`config.mk`:
```
export PLATFORM = sky130hd
export DESIGN_NAME = euclidean_rhythm_pattern
export DESIGN_NICKNAME = d
export VERILOG_FILES = /design/src/design/erp_pkg.sv /design/src/design/erp_queue.sv /design/src/design/erp_front.sv /design/src/design/erp_builder.sv /design/src/design/erp_back.sv /design/src/design/euclidean_rhythm_pattern.sv
export SDC_FILE = /design/constraint.sdc
export NUM_CORES = 1
export LEC_CHECK = 0
export ABC_AREA = 1
export BUFFER_PORTS_ARGS = -buffer_cell sky130_fd_sc_hd__buf_2
export CAP_MARGIN = 20
export CORE_MARGIN = 2
export CORE_UTILIZATION = 30
export CTS_CLUSTER_DIAMETER = 50
export DETAILED_ROUTE_END_ITERATION = 16
export HOLD_SLACK_MARGIN = 0.02
export PLACE_DENSITY = 0.54
export SLEW_MARGIN = 20
export SYNTH_ARGS = -nofsm -noshare
export SYNTH_HDL_FRONTEND = slang
export SYNTH_SLANG_ARGS = --single-unit
export TNS_END_PERCENT = 20
```
`constraint.sdc`:
```
create_clock -name clk -period 27.3 [get_ports clk]
set_clock_uncertainty 0.2 [all_clocks]
set_input_delay 1.365 -clock clk [delete_from_list [all_inputs] [get_ports clk]]
set_output_delay 1.365 -clock clk [all_outputs]
set_load 0.02 [all_outputs]
```
`src/design/erp_pkg.sv`:
```
// Package for the Euclidean rhythm pattern block: field widths, default sizes,
// configuration register indexes and their reset values.
// Has no dependencies; every design file but erp_queue refers to it by scoped names.
package erp_pkg;

	// Default sizes handed to the top-level parameters
	localparam int PATTERN_SLOTS_DEF = 256;
	localparam int MAX_COUNT_DEF     = 64;

	// Fixed field widths
	localparam int COUNT_W     = 7;
	localparam int ROTATE_W    = 4;
	localparam int INDEX_W     = 8;
	localparam int CFG_INDEX_W = 2;
	localparam int CFG_DATA_W  = 7;

	// Depth of the queue between the front and the back
	localparam int QUEUE_DEPTH = 2;

	// Register reset values
	localparam logic [COUNT_W-1:0]         REST_COUNT_RST    = 7'd12;
	localparam logic [COUNT_W-1:0]         HIT_COUNT_RST     = 7'd4;
	localparam logic signed [ROTATE_W-1:0] ROTATE_AMOUNT_RST = 4'sd0;

	typedef enum logic [CFG_INDEX_W-1:0] {
		CFG_REST_COUNT    = 2'd0,
		CFG_HIT_COUNT     = 2'd1,
		CFG_ROTATE_AMOUNT = 2'd2
	} cfg_reg_t;

endpackage

```
`src/design/erp_queue.sv`:
```
// Short first-in first-out queue of slot numbers between the front and the back.
// Depends on nothing beyond its parameters.
module erp_queue #(
	parameter int WIDTH = 8,
	parameter int DEPTH = 2
) (
	input  logic             clk,
	input  logic             arst_n,
	input  logic             push_valid,
	output logic             push_ready,
	input  logic [WIDTH-1:0] push_data,
	output logic             pop_valid,
	input  logic             pop_ready,
	output logic [WIDTH-1:0] pop_data
);

	localparam int PTR_W = (DEPTH > 1) ? $clog2(DEPTH) : 1;
	localparam int CNT_W = $clog2(DEPTH + 1);

	logic [WIDTH-1:0] entry_q [DEPTH];
	logic [PTR_W-1:0] wr_ptr_q;
	logic [PTR_W-1:0] rd_ptr_q;
	logic [CNT_W-1:0] count_q;
	logic             do_push;
	logic             do_pop;

	assign push_ready = (count_q != CNT_W'(DEPTH));
	assign pop_valid  = (count_q != '0);
	assign pop_data   = entry_q[rd_ptr_q];
	assign do_push    = push_valid && push_ready;
	assign do_pop     = pop_valid && pop_ready;

	always_ff @(posedge clk or negedge arst_n) begin
		if (!arst_n) begin
			wr_ptr_q <= '0;
			rd_ptr_q <= '0;
			count_q  <= '0;
		end else begin
			if (do_push) begin
				wr_ptr_q <= (wr_ptr_q == PTR_W'(DEPTH - 1)) ? '0 : wr_ptr_q + 1'b1;
			end
			if (do_pop) begin
				rd_ptr_q <= (rd_ptr_q == PTR_W'(DEPTH - 1)) ? '0 : rd_ptr_q + 1'b1;
			end
			if (do_push && !do_pop) begin
				count_q <= count_q + 1'b1;
			end else if (do_pop && !do_push) begin
				count_q <= count_q - 1'b1;
			end
		end
	end

	always_ff @(posedge clk) begin
		if (do_push) begin
			entry_q[wr_ptr_q] <= push_data;
		end
	end

endmodule

```
`src/design/erp_front.sv`:
```
// Front of the Euclidean rhythm pattern block: takes a step word, adds the
// rotation and reduces the result into the slot range, then hands it on.
// Depends on erp_pkg.
module erp_front #(
	parameter int PATTERN_SLOTS = erp_pkg::PATTERN_SLOTS_DEF
) (
	input  logic                                clk,
	input  logic                                arst_n,
	input  logic                                hold,
	input  logic                                in_valid,
	output logic                                in_ready,
	input  logic [erp_pkg::INDEX_W-1:0]         step_index,
	input  logic signed [erp_pkg::ROTATE_W-1:0] rotate_amount,
	output logic                                q_valid,
	input  logic                                q_ready,
	output logic [$clog2(PATTERN_SLOTS)-1:0]    q_data
);

	localparam int SLOT_W = $clog2(PATTERN_SLOTS);
	localparam int VAL_W  = ((SLOT_W > erp_pkg::INDEX_W) ? SLOT_W : erp_pkg::INDEX_W) + 1;
	localparam logic [VAL_W-1:0] SLOTS_V = VAL_W'(PATTERN_SLOTS);

	logic             busy_q;
	logic [VAL_W-1:0] val_q;
	logic signed [VAL_W-1:0] rot_se;
	logic [VAL_W-1:0] rot_u;
	logic [VAL_W-1:0] start_val;
	logic             in_range;
	logic             accept;

	// A negative rotation becomes its positive equivalent modulo the slot count.
	assign rot_se    = VAL_W'(rotate_amount);
	assign rot_u     = rot_se;
	assign start_val = VAL_W'(step_index)
		+ (rotate_amount[erp_pkg::ROTATE_W-1] ? SLOTS_V + rot_u : rot_u);

	assign in_range = (val_q < SLOTS_V);
	assign in_ready = !busy_q && !hold;
	assign accept   = in_valid && in_ready;
	assign q_valid  = busy_q && in_range;
	assign q_data   = val_q[SLOT_W-1:0];

	always_ff @(posedge clk or negedge arst_n) begin
		if (!arst_n) begin
			busy_q <= 1'b0;
		end else if (accept) begin
			busy_q <= 1'b1;
		end else if (busy_q && in_range && q_ready) begin
			busy_q <= 1'b0;
		end
	end

	// One subtraction of the slot count per cycle until the value is in range.
	always_ff @(posedge clk) begin
		if (accept) begin
			val_q <= start_val;
		end else if (busy_q && !in_range) begin
			val_q <= val_q - SLOTS_V;
		end
	end

endmodule

```
`src/design/erp_builder.sv`:
```
// Pattern builder: sweeps every slot once after reset or a register write and
// writes the onset bit of the rhythm for that slot into the back's pattern store.
// Depends on erp_pkg.
module erp_builder #(
	parameter int PATTERN_SLOTS = erp_pkg::PATTERN_SLOTS_DEF,
	parameter int MAX_COUNT     = erp_pkg::MAX_COUNT_DEF
) (
	input  logic                                clk,
	input  logic                                arst_n,
	input  logic                                restart,
	input  logic [erp_pkg::COUNT_W-1:0]         rest_count,
	input  logic [erp_pkg::COUNT_W-1:0]         hit_count,
	output logic                                busy,
	output logic                                wr_en,
	output logic [$clog2(PATTERN_SLOTS)-1:0]    wr_addr,
	output logic                                wr_bit
);

	localparam int SLOT_W = $clog2(PATTERN_SLOTS);
	localparam int CNT_W  = $clog2(MAX_COUNT + 1);
	localparam int ACC_W  = 2 * CNT_W;

	typedef enum logic [1:0] {
		B_IDLE = 2'b01,
		B_FILL = 2'b10
	} build_state_t;

	build_state_t      state_q;
	logic [SLOT_W-1:0] slot_q;
	logic              start_q;
	logic [ACC_W-1:0]  a_q;
	logic [ACC_W-1:0]  b_q;

	logic [CNT_W-1:0]  rests;
	logic [CNT_W-1:0]  hits_sat;
	logic [CNT_W-1:0]  hits;
	logic              empty;
	logic              letter;
	logic              start_d;
	logic [ACC_W-1:0]  a_d;
	logic [ACC_W-1:0]  b_d;

	always_comb begin
		rests    = (int'(rest_count) > MAX_COUNT) ? CNT_W'(MAX_COUNT) : CNT_W'(rest_count);
		hits_sat = (int'(hit_count) > MAX_COUNT) ? CNT_W'(MAX_COUNT) : CNT_W'(hit_count);
		hits     = (hits_sat > rests) ? rests : hits_sat;
	end

	assign empty = (hits == '0) || (rests == '0)
		|| (int'(slot_q) >= int'(rests) + int'(hits));

	// The accumulators run on the unreduced counts: the comparisons are the same,
	// and they meet exactly at the last letter of each period, which is a rest.
	always_comb begin
		letter  = 1'b0;
		start_d = start_q;
		a_d     = a_q;
		b_d     = b_q;
		if (empty) begin
			letter = 1'b0;
		end else if (start_q) begin
			letter  = 1'b1;
			a_d     = ACC_W'(hits);
			b_d     = ACC_W'(rests);
			start_d = 1'b0;
		end else if (a_q == b_q) begin
			letter  = 1'b0;
			start_d = 1'b1;
		end else if (a_q > b_q) begin
			letter = 1'b1;
			b_d    = b_q + ACC_W'(rests);
		end else begin
			letter = 1'b0;
			a_d    = a_q + ACC_W'(hits);
		end
	end

	always_ff @(posedge clk or negedge arst_n) begin
		if (!arst_n) begin
			state_q <= B_FILL;
			slot_q  <= '0;
			start_q <= 1'b1;
		end else if (restart) begin
			state_q <= B_FILL;
			slot_q  <= '0;
			start_q <= 1'b1;
		end else begin
			unique case (state_q)
				B_IDLE: begin
					state_q <= B_IDLE;
				end
				B_FILL: begin
					start_q <= start_d;
					if (slot_q == SLOT_W'(PATTERN_SLOTS - 1)) begin
						state_q <= B_IDLE;
					end else begin
						slot_q <= slot_q + 1'b1;
					end
				end
				default: begin
					state_q <= B_IDLE;
				end
			endcase
		end
	end

	always_ff @(posedge clk) begin
		if (state_q == B_FILL) begin
			a_q <= a_d;
			b_q <= b_d;
		end
	end

	assign busy    = (state_q == B_FILL);
	assign wr_en   = (state_q == B_FILL) && !restart;
	assign wr_addr = slot_q;
	assign wr_bit  = letter;

endmodule

```
`src/design/erp_back.sv`:
```
// Back of the Euclidean rhythm pattern block: holds the pattern store, looks up
// each queued slot and presents the onset bit through an output register.
// Depends on erp_pkg only through its parameter default.
module erp_back #(
	parameter int PATTERN_SLOTS = erp_pkg::PATTERN_SLOTS_DEF
) (
	input  logic                             clk,
	input  logic                             arst_n,
	input  logic                             wr_en,
	input  logic [$clog2(PATTERN_SLOTS)-1:0] wr_addr,
	input  logic                             wr_bit,
	input  logic                             q_valid,
	output logic                             q_ready,
	input  logic [$clog2(PATTERN_SLOTS)-1:0] q_data,
	output logic                             out_valid,
	input  logic                             out_ready,
	output logic                             hit
);

	logic pattern_q [PATTERN_SLOTS];
	logic hit_s1;
	logic valid_s1;
	logic out_valid_q;
	logic hit_q;
	logic s1_advance;
	logic pop;

	assign s1_advance = valid_s1 && (!out_valid_q || out_ready);
	assign pop        = q_valid && (!valid_s1 || s1_advance);
	assign q_ready    = !valid_s1 || s1_advance;

	always_ff @(posedge clk) begin
		if (wr_en) begin
			pattern_q[wr_addr] <= wr_bit;
		end
		if (pop) begin
			hit_s1 <= pattern_q[q_data];
		end
	end

	always_ff @(posedge clk or negedge arst_n) begin
		if (!arst_n) begin
			valid_s1    <= 1'b0;
			out_valid_q <= 1'b0;
		end else begin
			if (pop) begin
				valid_s1 <= 1'b1;
			end else if (s1_advance) begin
				valid_s1 <= 1'b0;
			end
			if (s1_advance) begin
				out_valid_q <= 1'b1;
			end else if (out_ready) begin
				out_valid_q <= 1'b0;
			end
		end
	end

	always_ff @(posedge clk) begin
		if (s1_advance) begin
			hit_q <= hit_s1;
		end
	end

	assign out_valid = out_valid_q;
	assign hit       = hit_q;

endmodule

```
`src/design/euclidean_rhythm_pattern.sv`:
```
// Top level of the Euclidean rhythm pattern block: configuration registers,
// front, queue, pattern builder and back. Depends on erp_pkg and all erp_ modules.
//
//   channel   signals                          word
//   config    cfg_write, cfg_index, cfg_data   one register write, no handshake
//   input     in_valid / in_ready              step_index
//   output    out_valid / out_ready            hit
//
// After reset, and after every register write, the builder writes every slot of the
// pattern store; in_ready stays low for that sweep. A word is registered in the
// front, reduced there by repeated subtraction of PATTERN_SLOTS, then passes the
// queue and the back's lookup and output registers. The front, queue and back stall
// independently; the back issues one store read a cycle unless out_ready holds it.
module euclidean_rhythm_pattern #(
	parameter int PATTERN_SLOTS = erp_pkg::PATTERN_SLOTS_DEF,
	parameter int MAX_COUNT     = erp_pkg::MAX_COUNT_DEF
) (
	input  logic                              clk,
	input  logic                              arst_n,
	input  logic                              cfg_write,
	input  logic [erp_pkg::CFG_INDEX_W-1:0]   cfg_index,
	input  logic [erp_pkg::CFG_DATA_W-1:0]    cfg_data,
	input  logic                              in_valid,
	output logic                              in_ready,
	input  logic [erp_pkg::INDEX_W-1:0]       step_index,
	output logic                              out_valid,
	input  logic                              out_ready,
	output logic                              hit
);

	localparam int SLOT_W = $clog2(PATTERN_SLOTS);

	logic [erp_pkg::COUNT_W-1:0]         rest_count_q;
	logic [erp_pkg::COUNT_W-1:0]         hit_count_q;
	logic signed [erp_pkg::ROTATE_W-1:0] rotate_amount_q;

	logic              build_busy;
	logic              wr_en;
	logic [SLOT_W-1:0] wr_addr;
	logic              wr_bit;
	logic              front_valid;
	logic              front_ready;
	logic [SLOT_W-1:0] front_slot;
	logic              back_valid;
	logic              back_ready;
	logic [SLOT_W-1:0] back_slot;

	always_ff @(posedge clk or negedge arst_n) begin
		if (!arst_n) begin
			rest_count_q    <= erp_pkg::REST_COUNT_RST;
			hit_count_q     <= erp_pkg::HIT_COUNT_RST;
			rotate_amount_q <= erp_pkg::ROTATE_AMOUNT_RST;
		end else if (cfg_write) begin
			unique case (erp_pkg::cfg_reg_t'(cfg_index))
				erp_pkg::CFG_REST_COUNT: begin
					rest_count_q <= cfg_data[erp_pkg::COUNT_W-1:0];
				end
				erp_pkg::CFG_HIT_COUNT: begin
					hit_count_q <= cfg_data[erp_pkg::COUNT_W-1:0];
				end
				erp_pkg::CFG_ROTATE_AMOUNT: begin
					rotate_amount_q <= signed'(cfg_data[erp_pkg::ROTATE_W-1:0]);
				end
				default: begin
					rest_count_q <= rest_count_q;
				end
			endcase
		end
	end

	erp_builder #(
		.PATTERN_SLOTS(PATTERN_SLOTS),
		.MAX_COUNT    (MAX_COUNT)
	) u_builder (
		.clk       (clk),
		.arst_n    (arst_n),
		.restart   (cfg_write),
		.rest_count(rest_count_q),
		.hit_count (hit_count_q),
		.busy      (build_busy),
		.wr_en     (wr_en),
		.wr_addr   (wr_addr),
		.wr_bit    (wr_bit)
	);

	erp_front #(
		.PATTERN_SLOTS(PATTERN_SLOTS)
	) u_front (
		.clk          (clk),
		.arst_n       (arst_n),
		.hold         (build_busy),
		.in_valid     (in_valid),
		.in_ready     (in_ready),
		.step_index   (step_index),
		.rotate_amount(rotate_amount_q),
		.q_valid      (front_valid),
		.q_ready      (front_ready),
		.q_data       (front_slot)
	);

	erp_queue #(
		.WIDTH(SLOT_W),
		.DEPTH(erp_pkg::QUEUE_DEPTH)
	) u_queue (
		.clk       (clk),
		.arst_n    (arst_n),
		.push_valid(front_valid),
		.push_ready(front_ready),
		.push_data (front_slot),
		.pop_valid (back_valid),
		.pop_ready (back_ready),
		.pop_data  (back_slot)
	);

	erp_back #(
		.PATTERN_SLOTS(PATTERN_SLOTS)
	) u_back (
		.clk      (clk),
		.arst_n   (arst_n),
		.wr_en    (wr_en),
		.wr_addr  (wr_addr),
		.wr_bit   (wr_bit),
		.q_valid  (back_valid),
		.q_ready  (back_ready),
		.q_data   (back_slot),
		.out_valid(out_valid),
		.out_ready(out_ready),
		.hit      (hit)
	);

`ifndef SYNTHESIS
	// No word may enter while the pattern store is being rebuilt.
	a_no_accept_in_build: assert property (@(posedge clk) disable iff (!arst_n)
		build_busy |-> !in_ready)
		else $error("input accepted during pattern build");

	// A register write always starts a fresh sweep of the store.
	a_write_starts_build: assert property (@(posedge clk) disable iff (!arst_n)
		cfg_write |=> build_busy)
		else $error("register write did not restart the pattern build");

	// Checks that the store is not written while a lookup is queued for the back.
	a_no_write_with_lookup: assert property (@(posedge clk) disable iff (!arst_n)
		wr_en |-> !back_valid)
		else $error("pattern store written while a lookup is pending");
`endif

endmodule
```
======== After elaboration in Yosys (flattened, before gate mapping) ========
Memories as Yosys holds them, arrays and structs flattened. A register that Yosys moved wholly into a read port is not among the register bits.
Index checks and enable logic that the tools add are counted.
cells by class
  $add $sub $neg .......................... 11
  $lt $le $gt $ge ......................... 6
  eq/ne operators ......................... 11
  muxes and demuxes ....................... 41
  bitwise operators ....................... 1
  reductions and logical operators ........ 40
operators with widths
  cell                                          count
  2-to-1 mux 14 bit                             4
  2-to-1 mux 7 bit                              5
  >= comparator 9 x 32 -> 1 bit                 1
  adder 14 x 7 -> 14 bit                        2
  2-to-1 mux 9 bit                              3
  2-to-1 mux 8 bit                              3
  2-to-1 mux 1 bit                              21
  nonzero test 2 bit                            8
  == test 14 bit                                1
  > comparator 14 bit                           1
  > comparator 7 bit (second input constant)    2
  logical NOT 7 bit                             2
  logical AND 1 bit                             10
  2-to-1 mux 2 bit                              5
  AND reduction 2 bit                           5
  adder 8 x 9 -> 9 bit                          1
  adder 9 bit (first input constant)            1
  < comparator 9 bit (second input constant)    1
  subtractor 9 bit (second input constant)      1
  adder 7 x 7 -> 8 bit                          1
  adder 8 x 1 -> 8 bit (second input constant)  1
  == test 8 bit (second input constant)         1
  logical NOT 1 bit                             8
  AND reduction 4 bit                           2
  12 further kinds                              20
word-level totals
  register bits ........................... 74
  memory bits (writable) .................. 272
  input port bits ......................... 22
  output and inout bits ................... 3
  word-level logic and storage cells ...... 130
  memories ................................ 2
memory list
  memory            depth  width  rd ports  clocked after Yosys merged registers in  write ports  RTL line         text
  u_back.pattern_q  256    1      1         1                                        1            erp_back.sv:20   logic pattern_q [PATTERN_SLOTS];
  u_queue.entry_q   2      8      1         0                                        1            erp_queue.sv:20  logic [WIDTH-1:0] entry_q [DEPTH];

======== Longest topological paths before layout ========
  word-level depth ........................ 10
  gate-level depth with buffers ........... 32
  gate-level depth less buffers ........... 32

======== Modules after synthesis ========
From an unflattened synthesis, not the netlist that was laid out.
second synthesis, totals
  cells, all modules ...................... 1918
  area, all modules ....................... 17849.6 µm²
by module, submodules not included
  module                    instances  cells each  area an instance (µm²)  sequential area each (µm²)
  erp_back                  1          1196        11835.1                 7797.5
  erp_builder               1          477         3629.7                  1118.6
  erp_queue                 1          70          823.3                   580.6
  erp_front                 1          94          790.8                   295.3
  euclidean_rhythm_pattern  1          81          770.7                   454.2

======== Worst setup path after synthesis ========
Ideal clock, no wire load.
  path kind ............................... register -> register
  from .................................... register hit_count_q[2] in the netlist's numbering
  to ...................................... memory u_back.pattern_q[0] (data pin)
  library setup time ...................... 1573 ps
  arrival ................................. 10789 ps
  data required time ...................... 25527 ps
  setup slack ............................. 14738 ps
  cell stages (with the launch flop) ...... 30
  path buffers ............................ 0
  period minus slack after synthesis ...... 12562 ps
  cells stage by stage .................... dfstp_2 nor2_1 nand3_1 nand2_1 nand2_1 inv_1 ha_1 nand2_1 inv_1 a21oi_1 nand2_1 nand2_1 nand3_1 nand2_1 ha_1 inv_1 fa_1 o21ai_0 nand2_1 nand2_1 a21oi_1 xor2_1 ha_1 nand2_1 inv_1 nand3_1 inv_1 a211oi_1 nand3_1 a21oi_1
between the ends
  cells in the longest elaborated chain, start to end .. 8
  elaborated cells on any way between the ends .. 10
  classes of those cells .................. 1 x add/sub; 3 x order compare; 3 x mux; 3 x reduce/logical
ends and longest elaborated chain
  item                                                               RTL line                              text
  start: declaration                                                 euclidean_rhythm_pattern.sv:34        logic [erp_pkg::COUNT_W-1:0] hit_count_q;
  start signal: assignment                                           euclidean_rhythm_pattern.sv:51        hit_count_q <= erp_pkg::HIT_COUNT_RST;
  start signal: assignment                                           euclidean_rhythm_pattern.sv:59        hit_count_q <= cfg_data[erp_pkg::COUNT_W-1:0];
  > comparator 7 bit                                                 erp_builder.sv:45                     hits_sat = (int'(hit_count) > MAX_COUNT) ? CNT_W'(MAX_COUNT) : CNT_W'(hit_count);
  2-to-1 mux 7 bit *                                                 erp_builder.sv:45
  > comparator 7 bit                                                 erp_builder.sv:46                     hits = (hits_sat > rests) ? rests : hits_sat;
  2-to-1 mux 7 bit *                                                 erp_builder.sv:46
  adder 7 x 7 -> 8 bit or logical NOT 7 bit (tied branches)          erp_builder.sv:50, erp_builder.sv:49
  >= comparator 9 x 32 -> 1 bit or logical OR 1 bit (tied branches)  erp_builder.sv:50, erp_builder.sv:49
  logical OR 1 bit *                                                 erp_builder.sv:50                     || (int'(slot_q) >= int'(rests) + int'(hits));
  2-to-1 mux 1 bit *                                                 erp_builder.sv:59                     if (empty) begin
  via u_back.wr_bit                                                  erp_back.sv:11                        input logic wr_bit,
  end: declaration                                                   erp_back.sv:20
The timed path passes the listed nets; every way through them passes the cells marked *.

======== Worst setup path in the final report ========
  from .................................... register rest_count_q[4] in the netlist's numbering
  to ...................................... memory u_back.pattern_q[131] (data pin)
between the ends
  cells in the longest elaborated chain, start to end .. 8
  elaborated cells on any way between the ends .. 11
  classes of those cells .................. 1 x add/sub; 3 x order compare; 3 x mux; 4 x reduce/logical
ends and longest elaborated chain
  item                                                               RTL line                              text
  start: declaration                                                 euclidean_rhythm_pattern.sv:33        logic [erp_pkg::COUNT_W-1:0] rest_count_q;
  start signal: assignment                                           euclidean_rhythm_pattern.sv:50        rest_count_q <= erp_pkg::REST_COUNT_RST;
  start signal: assignment                                           euclidean_rhythm_pattern.sv:56        rest_count_q <= cfg_data[erp_pkg::COUNT_W-1:0];
  start signal: assignment                                           euclidean_rhythm_pattern.sv:65        rest_count_q <= rest_count_q;
  > comparator 7 bit                                                 erp_builder.sv:44                     rests = (int'(rest_count) > MAX_COUNT) ? CNT_W'(MAX_COUNT) : CNT_W'(rest_count);
  2-to-1 mux 7 bit *                                                 erp_builder.sv:44
  > comparator 7 bit                                                 erp_builder.sv:46
  2-to-1 mux 7 bit                                                   erp_builder.sv:46
  adder 7 x 7 -> 8 bit or logical NOT 7 bit (tied branches)          erp_builder.sv:50, erp_builder.sv:49
  >= comparator 9 x 32 -> 1 bit or logical OR 1 bit (tied branches)  erp_builder.sv:50, erp_builder.sv:49
  logical OR 1 bit *                                                 erp_builder.sv:50
  2-to-1 mux 1 bit *                                                 erp_builder.sv:59
  via u_back.wr_bit                                                  erp_back.sv:11
Marks and branches as above.

==> results.cfg <==
[synthesis]
synthesis.nets = 2138
netlist-cell-type-count = 43
synth_top_area_frac = 0.5160
synth_area_per_cell_um2 = 8.834
synth_flop_cell = edfxtp_1
yosysSeqAreaShare = 0.5661
synth_top_area_cell = edfxtp_1
synth-edff-count = 311
yosys_warnings = 0
synthCells = 2049
ys_seq_elements = 347
synth_common_cells = 466 x nand2_1, 321 x nor2_1, 311 x edfxtp_1
synth_area_um2 = 18100
async_flop_share = 0.1037
yosysMostFrequentCell = nand2_1
yosys-top-cells-area = edfxtp_1 52%, nand2_1 9.7%, nand3_1 7.3%

[drt]
routed_wl_um = 47380
drt-pass1-iter-count = 5
antenna_left = 0
drc = 0
vias_per_cell = 4.782
via_count = 13670
wire_per_inst_um = 16.58
drt_iter0_drc = 1086

[power_and_ir_drop]
pwr-share-clk = 0.238
p_switching_mw = 0.8652
power.share.sequential = 0.386
switching_share = 0.3923
p_leak_nw = 8.359
power_density_nw_per_um2 = 108.9
combinationalPowerShare = 0.376
p_int_mw = 1.340
vdd_drop_max_v = 0.0001139

[setup_path]
worstSetupPathType = flip-flop to flip-flop
arrival_ns = 7.10
cp_num_buf_inv = 6
cp.required_ns = 27.34
crit_top_cell = nand2_1
critPathSlowestCell = buf_6
worst_setup_path_end_kind = flip-flop
path_max_fanout = 130
max_stage_delay_ns = 0.67
cp_top_family = simple AND/OR/NAND/NOR gates
start_kind = flip-flop

[die]
coreArea_um2 = 60020
rows = 90
io_pins = 25
die_h_um = 249.6
die_area_um2 = 62310
start_util = 0.3016
die_x_um = 249.6

[worst_hold_path]
hold_class = flip-flop to flip-flop

[timing]
setup_viol = 0
hold_viol_final = 0
slew_headroom = 0.2443
tns_ns = 0
rsz0062_at_grt = false
worstMarginPinSlew_ns = 1.131
post-route-period-util = 0.2588
max_freq_mhz = 141.6
drv_slew = 0
setup_slack_ns = 20.24
finalCriticalPeriod_ns = 7.064

[placement]
place_congestion = 0.8274
dp.cells = 2784
place_ws_ns = 19.76
io_buffers = 24
hpwl_um = 27660

[grt]
grt_overflow = 0
grt_max_degree = 131
grt_usage = 0.1512
antenna_found_initial = 1
grt_pass1_vias = 13080
grt_pass1_wl_um = 73920

[layout]
instances_no_fill = 2858
antenna_cells = 0
layout.nets = 2134
drive_gt1_frac = 0.05684
n_fill_cell = 6178
area_growth_pct = 11.88

[clock_tree]
clk_latency_ns = 0.56
cts_max_level = 2
cts_buffers = 41
cts_repair_resize_count = 0
cts.sink_count = 347
clkSlewWorstSetupHoldPaths_ns = 0.06
post_cts_buffers = 0
cts_buffer_depth = 3
cts_root_buf = clkbuf_16
cts_hold_buf = 0
cts_tree = done

[job]
maxCapViolCount = 0

[run_status]
status = completed
## worst paths after layout
kind | depth (start not counted) | end | start | slack, ns
setup / recovery | 30 | u_back.pattern_q[131] | rest_count_q[4] | 20.24
hold / removal | 0 | u_queue.entry_q[1][4] | u_front.val_q[4] | 0.25
setup reg to reg | 30 | u_back.pattern_q[131] | rest_count_q[4] | 20.24
hold reg to reg | 0 | u_queue.entry_q[1][4] | u_front.val_q[4] | 0.25
max in group asynchronous | 1 | rest_count_q[5] | arst_n | 25.66
min in group asynchronous | 1 | rotate_amount_q[0] | arst_n | 0.71
## layout by cell type (no fill, tap or decap), types with 2 or more instances in the layout
master / netlist / layout
o21ai_0: 65 / 65
edfxtp_1: 311 / 311
nor2_1: 321 / 321
or2_2: 3 / 3
nand2_2: 4 / 2
nand3b_1: 8 / 8
a21boi_0: 2 / 2
bufinv_16: 0 / 2
clkbuf_1: 48 / 12
nand2_4: 1 / 3
xnor2_1: 6 / 6
buf_6: 3 / 2
xor2_1: 9 / 9
clkbuf_8: 0 / 2
buf_4: 7 / 17
dfstp_2: 5 / 5
o211ai_1: 6 / 6
a211oi_1: 3 / 3
nand2_1: 466 / 466
nand3_1: 263 / 263
clkbuf_16: 0 / 42
o22ai_1: 7 / 7
o21ai_1: 6 / 6
clkinv_2: 0 / 3
nor3_4: 0 / 2
nor3_1: 9 / 7
o21ai_4: 1 / 2
a21o_1: 2 / 2
dfrtp_1: 31 / 31
nor4_1: 2 / 2
a21oi_1: 49 / 48
clkinv_1: 0 / 9
nand4_1: 3 / 3
inv_1: 296 / 295
buf_2: 29 / 24
ha_1: 63 / 63
fa_1: 4 / 4
o21a_1: 2 / 2
## layer usage
layer  track usage  up-vias  routed length [µm]
met5             0        -                   8
met4       0.04406        2                1171
met3       0.02326       89                2710
met2        0.2491      362               21970
met1        0.2056     6556               21520
li1              -     6658                   -
## power groups by stage
stage	sequential [mW]	clock (mW)	combinational (mW)
6_report	0.851	0.526	0.829
4_1_cts	0.854	0.537	0.832
2_1_floorplan	0.907	0	0.580
3_5_place_dp	0.864	0	0.830
5_1_grt	0.858	0.558	0.935
3_3_place_gp	0.864	0	0.814
## through the flow
stage	utilization	hold WS (ns)	power, mW	area [µm²]
3_5_place_dp	0.3159	0.2366	1.694	18960
5_1_grt	0.3374	0.2660	2.351	20250
3_3_place_gp	0.3158	0.2242	1.678	18960
4_1_cts	0.3372	0.2499	2.223	20240
6_report	0.3374	0.2469	2.206	20250
2_1_floorplan	-	0.2003	1.487	18100
## layout make-up
class	count	area, µm²	share of cell area
Clock buffer	56	1124	0.05548
Sequential cell	347	10250	0.5060
Multi-Input combinational cell	1315	6365	0.3143
Tap cell	782	978.4	0.04832
Inverter	297	1117	0.05517
Timing Repair Buffer	43	270.3	0.01335
Clock inverter	18	150.1	0.007414
## cell families after synthesis
group	count (synthesis)	share of synthesized area
compound gates	149	0.04535
xor+xnor	15	0.007259
fa+ha+maj	67	0.04797
buf+inv	387	0.08510
flops	347	0.5661
simple gates	1084	0.2482
## flip-flops by register name, summed over array words and instances (netlist names), 2 cells and up
name and count:
u_back.pattern_q 256, u_queue.entry_q 16, u_builder.a_q 14, u_builder.b_q 14, u_front.val_q 9, u_builder.wr_addr 8, hit_count_q 7, rest_count_q 7
rotate_amount_q 4, u_builder.state_q 2, u_queue.count_q 2
Note: power is estimated with default switching activity, not from simulation.
